File: config.mk
export PLATFORM = sky130hd
export DESIGN_NAME = utf8_decode_classify
export DESIGN_NICKNAME = d
export VERILOG_FILES = /design/src/rtl/utf8dc_pkg.sv /design/src/rtl/utf8_decode_classify.sv
export VERILOG_INCLUDE_DIRS = /design/src /design/src/rtl
export SDC_FILE = /design/constraint.sdc
export NUM_CORES = 1
export LEC_CHECK = 0
export BUFFER_PORTS_ARGS = -buffer_cell sky130_fd_sc_hd__buf_4
export CAP_MARGIN = 15
export CORE_MARGIN = 2
export CORE_UTILIZATION = 35
export DETAILED_ROUTE_END_ITERATION = 12
export SETUP_SLACK_MARGIN = 0.3
export SLEW_MARGIN = 20
export SYNTH_ARGS = -nofsm -noshare
export SYNTH_HDL_FRONTEND = slang
export SYNTH_SLANG_ARGS = --single-unit
File: constraint.sdc
create_clock -name clk -period 7 [get_ports clk]
set_clock_uncertainty 0.05 [all_clocks]
set_input_delay 1.4 -clock clk [delete_from_list [all_inputs] [get_ports clk]]
set_output_delay 1.4 -clock clk [all_outputs]
set_load 0.05 [all_outputs]
File: src/rtl/utf8_decode_classify_defines.svh
// ----------------------------------------------------------------------------
// UTF-8 decoder assertion macros
// Concurrent check wrappers shared by the decoder RTL; empty under SYNTH.
// ----------------------------------------------------------------------------
`ifndef UTF8_DECODE_CLASSIFY_DEFINES_SVH
`define UTF8_DECODE_CLASSIFY_DEFINES_SVH

`ifndef SYNTH
// same-cycle implication, sampled on clk, off during reset
`define U8DC_ASSERT_NOW(label, ante, cons) \
	label: assert property (@(posedge clk) disable iff (!arst_n) (ante) |-> (cons)) \
		else $error("utf8 decoder check failed");
// next-cycle implication, sampled on clk, off during reset
`define U8DC_ASSERT_NEXT(label, ante, cons) \
	label: assert property (@(posedge clk) disable iff (!arst_n) (ante) |=> (cons)) \
		else $error("utf8 decoder check failed");
`else
`define U8DC_ASSERT_NOW(label, ante, cons)
`define U8DC_ASSERT_NEXT(label, ante, cons)
`endif

`endif

File: src/rtl/utf8dc_pkg.sv
// ----------------------------------------------------------------------------
// utf8dc_pkg
// Word types, constants and classification helpers for the UTF-8 decoder.
// ----------------------------------------------------------------------------
package utf8dc_pkg;

	typedef struct packed {
		logic [7:0] text_byte;
		logic       end_of_text;
	} text_t;

	typedef struct packed {
		logic [20:0] code_value;
		logic [2:0]  byte_count;
		logic        valid_res;
		logic        is_ideograph;
		logic        letter_flag;
		logic        is_digit;
		logic        ident_start;
		logic        ident_continue;
		logic        last_of_item;
	} char_t;

	localparam logic [20:0] CJK_A_LO   = 21'h004E00;
	localparam logic [20:0] CJK_A_HI   = 21'h009FFF;
	localparam logic [20:0] CJK_B_LO   = 21'h003400;
	localparam logic [20:0] CJK_B_HI   = 21'h004DBF;
	localparam logic [20:0] CJK_C_LO   = 21'h00F900;
	localparam logic [20:0] CJK_C_HI   = 21'h00FAFF;
	localparam logic [20:0] FW_DIG_LO  = 21'h00FF10;
	localparam logic [20:0] FW_DIG_HI  = 21'h00FF19;
	localparam logic [20:0] CODE_MAX   = 21'h10FFFF;
	localparam logic [20:0] SURR_LO    = 21'h00D800;
	localparam logic [20:0] SURR_HI    = 21'h00DFFF;
	localparam logic [1:0]  CONT_TAG   = 2'b10;

	localparam logic [2:0]  LEN_BAD    = 3'd0;
	localparam logic [2:0]  LEN_ONE    = 3'd1;
	localparam logic [2:0]  LEN_TWO    = 3'd2;
	localparam logic [2:0]  LEN_THREE  = 3'd3;
	localparam logic [2:0]  LEN_FOUR   = 3'd4;

	// sequence length from the lead byte, LEN_BAD for a byte that cannot lead
	function automatic logic [2:0] lead_len(logic [7:0] b);
		logic [2:0] len;
		priority if (b[7] == 1'b0)         len = LEN_ONE;
		else if (b[7:5] == 3'b110)         len = LEN_TWO;
		else if (b[7:4] == 4'b1110)        len = LEN_THREE;
		else if (b[7:3] == 5'b11110)       len = LEN_FOUR;
		else                               len = LEN_BAD;
		return len;
	endfunction

	function automatic char_t mk_invalid(logic [2:0] cnt);
		char_t r;
		r            = '0;
		r.byte_count = cnt;
		return r;
	endfunction

	function automatic char_t mk_valid(logic [20:0] cp, logic [2:0] cnt);
		char_t r;
		logic  ideo;
		logic  one;
		logic  alpha;
		logic  letter;
		logic  digit;
		logic  under;
		ideo   = (cp >= CJK_A_LO && cp <= CJK_A_HI) ||
		         (cp >= CJK_B_LO && cp <= CJK_B_HI) ||
		         (cp >= CJK_C_LO && cp <= CJK_C_HI);
		one    = (cnt == LEN_ONE);
		alpha  = one && ((cp >= 21'h61 && cp <= 21'h7A) || (cp >= 21'h41 && cp <= 21'h5A));
		letter = ideo || alpha;
		digit  = (one && cp >= 21'h30 && cp <= 21'h39) ||
		         (cp >= FW_DIG_LO && cp <= FW_DIG_HI);
		under  = one && (cp == 21'h5F);
		r.code_value     = cp;
		r.byte_count     = cnt;
		r.valid_res      = 1'b1;
		r.is_ideograph   = ideo;
		r.letter_flag    = letter;
		r.is_digit       = digit;
		r.ident_start    = under || letter;
		r.ident_continue = under || letter || digit;
		r.last_of_item   = 1'b0;
		return r;
	endfunction

	// completed multi-byte sequence: reject out-of-range values and surrogates
	function automatic char_t mk_finish(logic [20:0] cp, logic [2:0] cnt);
		char_t r;
		if (cp > CODE_MAX || (cp >= SURR_LO && cp <= SURR_HI)) begin
			r = mk_invalid(cnt);
		end else begin
			r = mk_valid(cp, cnt);
		end
		return r;
	endfunction

endpackage

File: src/rtl/utf8_decode_classify.sv
// ----------------------------------------------------------------------------
// utf8_decode_classify
// Streaming UTF-8 decoder that tags each character with class flags.
// ----------------------------------------------------------------------------
// Takes one text byte per cycle while text_stall is low and decodes it
// against the pending-sequence registers; results go into a four-word result
// queue that feeds the char port, so a byte is taken back to back while earlier
// results wait. A byte yields zero, one or two result words (two when a stray
// non-continuation byte cuts off a sequence and then decodes on its own).
// text_stall rises while the queue has room for fewer than two words, so
// sustained rate is one byte per clock as long as the char side drains one
// word per clock.
// ----------------------------------------------------------------------------
`include "utf8_decode_classify_defines.svh"

module utf8_decode_classify
	import utf8dc_pkg::*;
(
	input  logic  clk,
	input  logic  arst_n,
	input  logic  text_valid,
	output logic  text_stall,
	input  text_t text_item,
	output logic  char_valid,
	input  logic  char_stall,
	output char_t char_item
);

	// pending sequence
	logic [20:0] acc_q;
	logic [2:0]  exp_q;
	logic [2:0]  seen_q;

	// result queue
	char_t       fifo_q [4];
	logic [1:0]  wr_q;
	logic [1:0]  rd_q;
	logic [2:0]  cnt_q;

	logic        accept;
	logic        pop;
	logic [7:0]  b;
	logic        eot;

	// lead-byte decode
	logic [2:0]  st_len;
	logic        st_has;
	char_t       st_res;
	logic [20:0] st_acc;
	logic [2:0]  st_exp;
	logic [2:0]  st_seen;

	// item decode
	logic [20:0] acc_sh;
	logic [2:0]  seen_inc;
	char_t       r0;
	char_t       r1;
	logic [1:0]  nres;
	logic [20:0] acc_n;
	logic [2:0]  exp_n;
	logic [2:0]  seen_n;
	logic [1:0]  push;

	assign b          = text_item.text_byte;
	assign eot        = text_item.end_of_text;
	assign text_stall = (cnt_q > 3'd2);
	assign accept     = text_valid && !text_stall;
	assign char_valid = (cnt_q != 3'd0);
	assign char_item  = fifo_q[rd_q];
	assign pop        = char_valid && !char_stall;

	always_comb begin
		st_len  = lead_len(b);
		st_has  = 1'b0;
		st_res  = mk_invalid(LEN_ONE);
		st_acc  = '0;
		st_exp  = LEN_BAD;
		st_seen = 3'd0;
		if (st_len == LEN_BAD) begin
			st_has = 1'b1;
		end else if (st_len == LEN_ONE) begin
			st_has = 1'b1;
			st_res = mk_valid({13'd0, b}, LEN_ONE);
		end else if (eot) begin
			// lead byte on the last byte of text: truncated at once
			st_has = 1'b1;
		end else begin
			st_exp  = st_len;
			st_seen = 3'd1;
			if (st_len == LEN_TWO)        st_acc = {16'd0, b[4:0]};
			else if (st_len == LEN_THREE) st_acc = {17'd0, b[3:0]};
			else                          st_acc = {18'd0, b[2:0]};
		end
	end

	always_comb begin
		acc_sh   = {acc_q[14:0], b[5:0]};
		seen_inc = seen_q + 3'd1;
		r0       = st_res;
		r1       = st_res;
		nres     = 2'd0;
		acc_n    = acc_q;
		exp_n    = exp_q;
		seen_n   = seen_q;
		if (exp_q == LEN_BAD) begin
			nres   = {1'b0, st_has};
			acc_n  = st_acc;
			exp_n  = st_exp;
			seen_n = st_seen;
		end else if (b[7:6] == CONT_TAG) begin
			acc_n  = acc_sh;
			seen_n = seen_inc;
			if (seen_inc >= exp_q) begin
				r0     = mk_finish(acc_sh, exp_q);
				nres   = 2'd1;
				acc_n  = '0;
				exp_n  = LEN_BAD;
				seen_n = 3'd0;
			end else if (eot) begin
				r0     = mk_invalid(seen_inc);
				nres   = 2'd1;
				acc_n  = '0;
				exp_n  = LEN_BAD;
				seen_n = 3'd0;
			end
		end else begin
			// stray byte: close the partial sequence, then decode it as a lead
			r0     = mk_invalid(seen_q);
			r1     = st_res;
			nres   = st_has ? 2'd2 : 2'd1;
			acc_n  = st_acc;
			exp_n  = st_exp;
			seen_n = st_seen;
		end
		r0.last_of_item = (nres == 2'd1);
		r1.last_of_item = 1'b1;
		push = accept ? nres : 2'd0;
	end

	always_ff @(posedge clk or negedge arst_n) begin
		if (!arst_n) begin
			acc_q  <= '0;
			exp_q  <= LEN_BAD;
			seen_q <= 3'd0;
			wr_q   <= '0;
			rd_q   <= '0;
			cnt_q  <= '0;
		end else begin
			if (accept) begin
				acc_q  <= acc_n;
				exp_q  <= exp_n;
				seen_q <= seen_n;
			end
			wr_q  <= wr_q + push;
			if (pop) rd_q <= rd_q + 2'd1;
			cnt_q <= cnt_q + {1'b0, push} - {2'd0, pop};
		end
	end

	always_ff @(posedge clk) begin
		if (push != 2'd0) fifo_q[wr_q] <= r0;
		if (push == 2'd2) fifo_q[wr_q + 2'd1] <= r1;
	end

	`U8DC_ASSERT_NOW(a_pending_range, exp_q != LEN_BAD, seen_q != 3'd0 && seen_q < exp_q)
	`U8DC_ASSERT_NOW(a_invalid_clean, char_valid && !char_item.valid_res,
		char_item.code_value == 21'd0 && !char_item.letter_flag &&
		!char_item.is_digit && !char_item.ident_continue)
	`U8DC_ASSERT_NOW(a_count_range, char_valid, char_item.byte_count != 3'd0 && char_item.byte_count <= LEN_FOUR)
	`U8DC_ASSERT_NEXT(a_drain_only, pop && push == 2'd0, cnt_q == $past(cnt_q) - 3'd1)

endmodule
==> qor.csv <==
metric,value,unit
Synth Instances,700,
fillers,2025,
layout cells sized above 1,0.1777,
Critical Path Source,seen_q[0],
Core Footprint,20820,um2
max_cap viols,0,
Final setup viols,0,
f_max,0.2196,GHz
Core Rows,53,
Yosys warning count,0,
PostCTS Resize Cnt,0,
crit share post-route,0.6506,
die area,22210,um2
initial antenna violation count,0,
"FFs w/ async S/R, synth",0.1842,
"non-filler cells, final",1001,
total I/O pin count,46,
Post-Synth XOR/XNOR Area,0.008326,
RSZ-0062 raised after global routing,no,
Final nets,735,
placer congestion estimate,0.9214,
# Post-CTS Setup Buffers,0,
drt via density,5.635,
critical path's largest stage delay,790,ps
Post-synth EDFFs,52,
DRT Wirelength,18830,um
most frequent cells in the layout,"o21ai_0, nand3_1, dfxtp_1",
Synth top area share,0.2121,
"area leader, netlist",edfxtp_1,
vias,5641,
total clock sinks,152,
port bufs,45,
CP top delay family,simple AND/OR/NAND/NOR gates,
synthesis-to-layout area growth,13.93,%
cell area after synthesis,7363,um2
simple-gate area share of the yosys netlist,0.1755,
status,completed,
CTS Buffer Depth,2,
CP bufs+invs,0,
Die Wd,149.0,um
Worst Reg-to-Reg Cells,9,
die height,149.0,um
Max VDD drop,0.1718,mV
ys flop type,dfxtp_1,
critical path's most frequent cell,ha_1,
Num CTS Buffers,17,
"Slew Viols, Final",0,
ant diodes,0,
aggregate global routing overflow,0,
hold-critical path depth,2,
CP startpoint kind,register,
largest net degree at the start of global routing,43,
Setup TNS,0,ps
complex-gate fraction of the synthesized area,0.1455,
adder-cell share of the synthesized area,0.01631,
Reg-to-Reg Start,seen_q[0],
CP Max Fanout,24,
register clock-pin slew on the reported worst setup and hold paths,60,ps
dpl cells,969,
"Seq/Total Area, Yosys",0.5030,
"commonest non-fill, non-tap cell in the layout",o21ai_0,
R2R Path End,fifo_q[3][16],
CP Data Arrival Time,4500,ps
Syn Area/Cell,10.52,um2
final setup margin,2446,ps
relative slew slack,0.2838,
largest family of logic cells by synthesized area,simple AND/OR/NAND/NOR gates,
Slew @ Worst Pin,1070,ps
DRT iter0 DRCs,463,
first-pass GRT wire length,30080,um
hold_buf cts,0,
vias in the first global route,5477,
DP HPWL,12370,um
Worst EP required,6950,ps
Tmin final,4554,ps
WL/cell,18.81,um
crit path kind,register to register,
CTS tree,yes,
worst hold endpoint,fifo_q[2][30],
H-tree depth,4,
syn nets,722,
worst skew pair latency,420,ps
post-synthesis register bit count,152,
"reg-to-reg slack, setup",2450,ps
pwr/cell area,369.9,nW/um2
mux contribution to synthesized area,0.09771,
Synth cell types,69,
All-Layer GR Usage,0.1774,
DRC violations left,0,
Initial Utilization,0.3536,
Post-DRT Antenna Nets,0,
DR pass1 iterations,5,
leakage,0.002963,uW
pre-CTS WS,2485,ps
clk root buf,clkbuf_16,
crit path max-delay cell type,nand3b_1,
crit path cell chain,"ha_1, nor2b_1, or2_2, ha_1, a21o_1, a31o_2, or4_1, nand3b_1, nand2_1",
hold_sp,fifo_q[2][30],
min-delay worst type,register to register,
Synth area leaders,"edfxtp_1, dfxtp_1, dfrtp_1",
crit path capture type,register,
final hold vios,0,
==> cells in the mapped netlist, types with 7 or more instances <==
cell / count
nand4_1: 8
dfrtp_1: 28
nand3_1: 83
edfxtp_1: 52
dfxtp_1: 72
nor2_1: 24
o22ai_1: 12
clkbuf_1: 32
nand2_1: 65
mux4_2: 31
inv_1: 12
o211ai_1: 10
ha_1: 8
buf_2: 7
and2_1: 25
o21ai_0: 104
nor2b_1: 7
o32ai_1: 12
==> worst register-to-register path: stages, from the launching register on <==
cell and delay [ps]:
dfrtp_1 440, ha_1 250, nor2b_1 150, or2_2 300, ha_1 310, a21o_1 200, a31o_2 270, or4_1 730
nand3b_1 790, nand2_1 630
==> worst max path at each step <==
stage | depth (start not counted) | end | slack (ps)
floorplan | 15 | cnt_q[2] | 3330
global placement | 9 | fifo_q[3][13] | 2540
detailed placement | 9 | fifo_q[3][10] | 2480
CTS | 9 | fifo_q[3][14] | 2450
global route | 9 | fifo_q[3][16] | 2190
finish | 9 | fifo_q[3][16] | 2450
==> cells by family (layout without fill, tap and decap cells) <==
group                    count (synthesis)  count (layout)
multiplexers                            33              33
adder cells (fa/ha/maj)                  9               9
XOR/XNOR                                 7               7
AO/OA/AOI/OAI                          176             176
buffers and inverters                   70              96
flip-flops                             152             152
AND/OR/NAND/NOR                        253             253
==> per-layer routing <==
metal / GRT usage / routed length [um] / vias to the layer above
met5: 0 / 0 / -
met4: 0.05905 / 318 / 0
met3: 0.04801 / 1172 / 30
met2: 0.2776 / 8817 / 180
met1: 0.2391 / 8518 / 2784
li1: - / - / 2647
==> metrics by stage <==
stage               total power (uW)  hold slack, ps  utilization  area (um2)
finish                          3103           417.8       0.4029        8389
global route                    3252           441.5       0.4029        8389
CTS                             3123           421.1       0.4029        8389
detailed placement              2160           406.2       0.3721        7749
global placement                2148           398.1       0.3721        7749
floorplan                       1892           385.7            -        7363
==> area by class of cell <==
class | count | area, um2 | area share
clock buffer | 25 | 570.5 | 0.06801
clock inverter | 7 | 70.07 | 0.008352
inverter | 12 | 45.04 | 0.005369
multi-input combinational | 478 | 3264 | 0.3891
sequential | 152 | 3705 | 0.4416
tap | 275 | 344.1 | 0.04101
timing repair buffer | 52 | 390.4 | 0.04653
==> power by group <==
| part | internal, uW | switching, uW | total [uW] |
|---|---|---|---|
| Sequential | 1030 | 75.8 | 1110 |
| Clock | 605 | 362 | 967 |
| Combinational | 351 | 679 | 1030 |
==> registers in the layout (all words and copies together) (netlist names) <==
signal / cells
wr_q: 2
rd_q: 2
cnt_q: 3
exp_q: 3
seen_q: 3
fifo_q: 124
acc_q: 15
(Power assumes the default switching activity.)
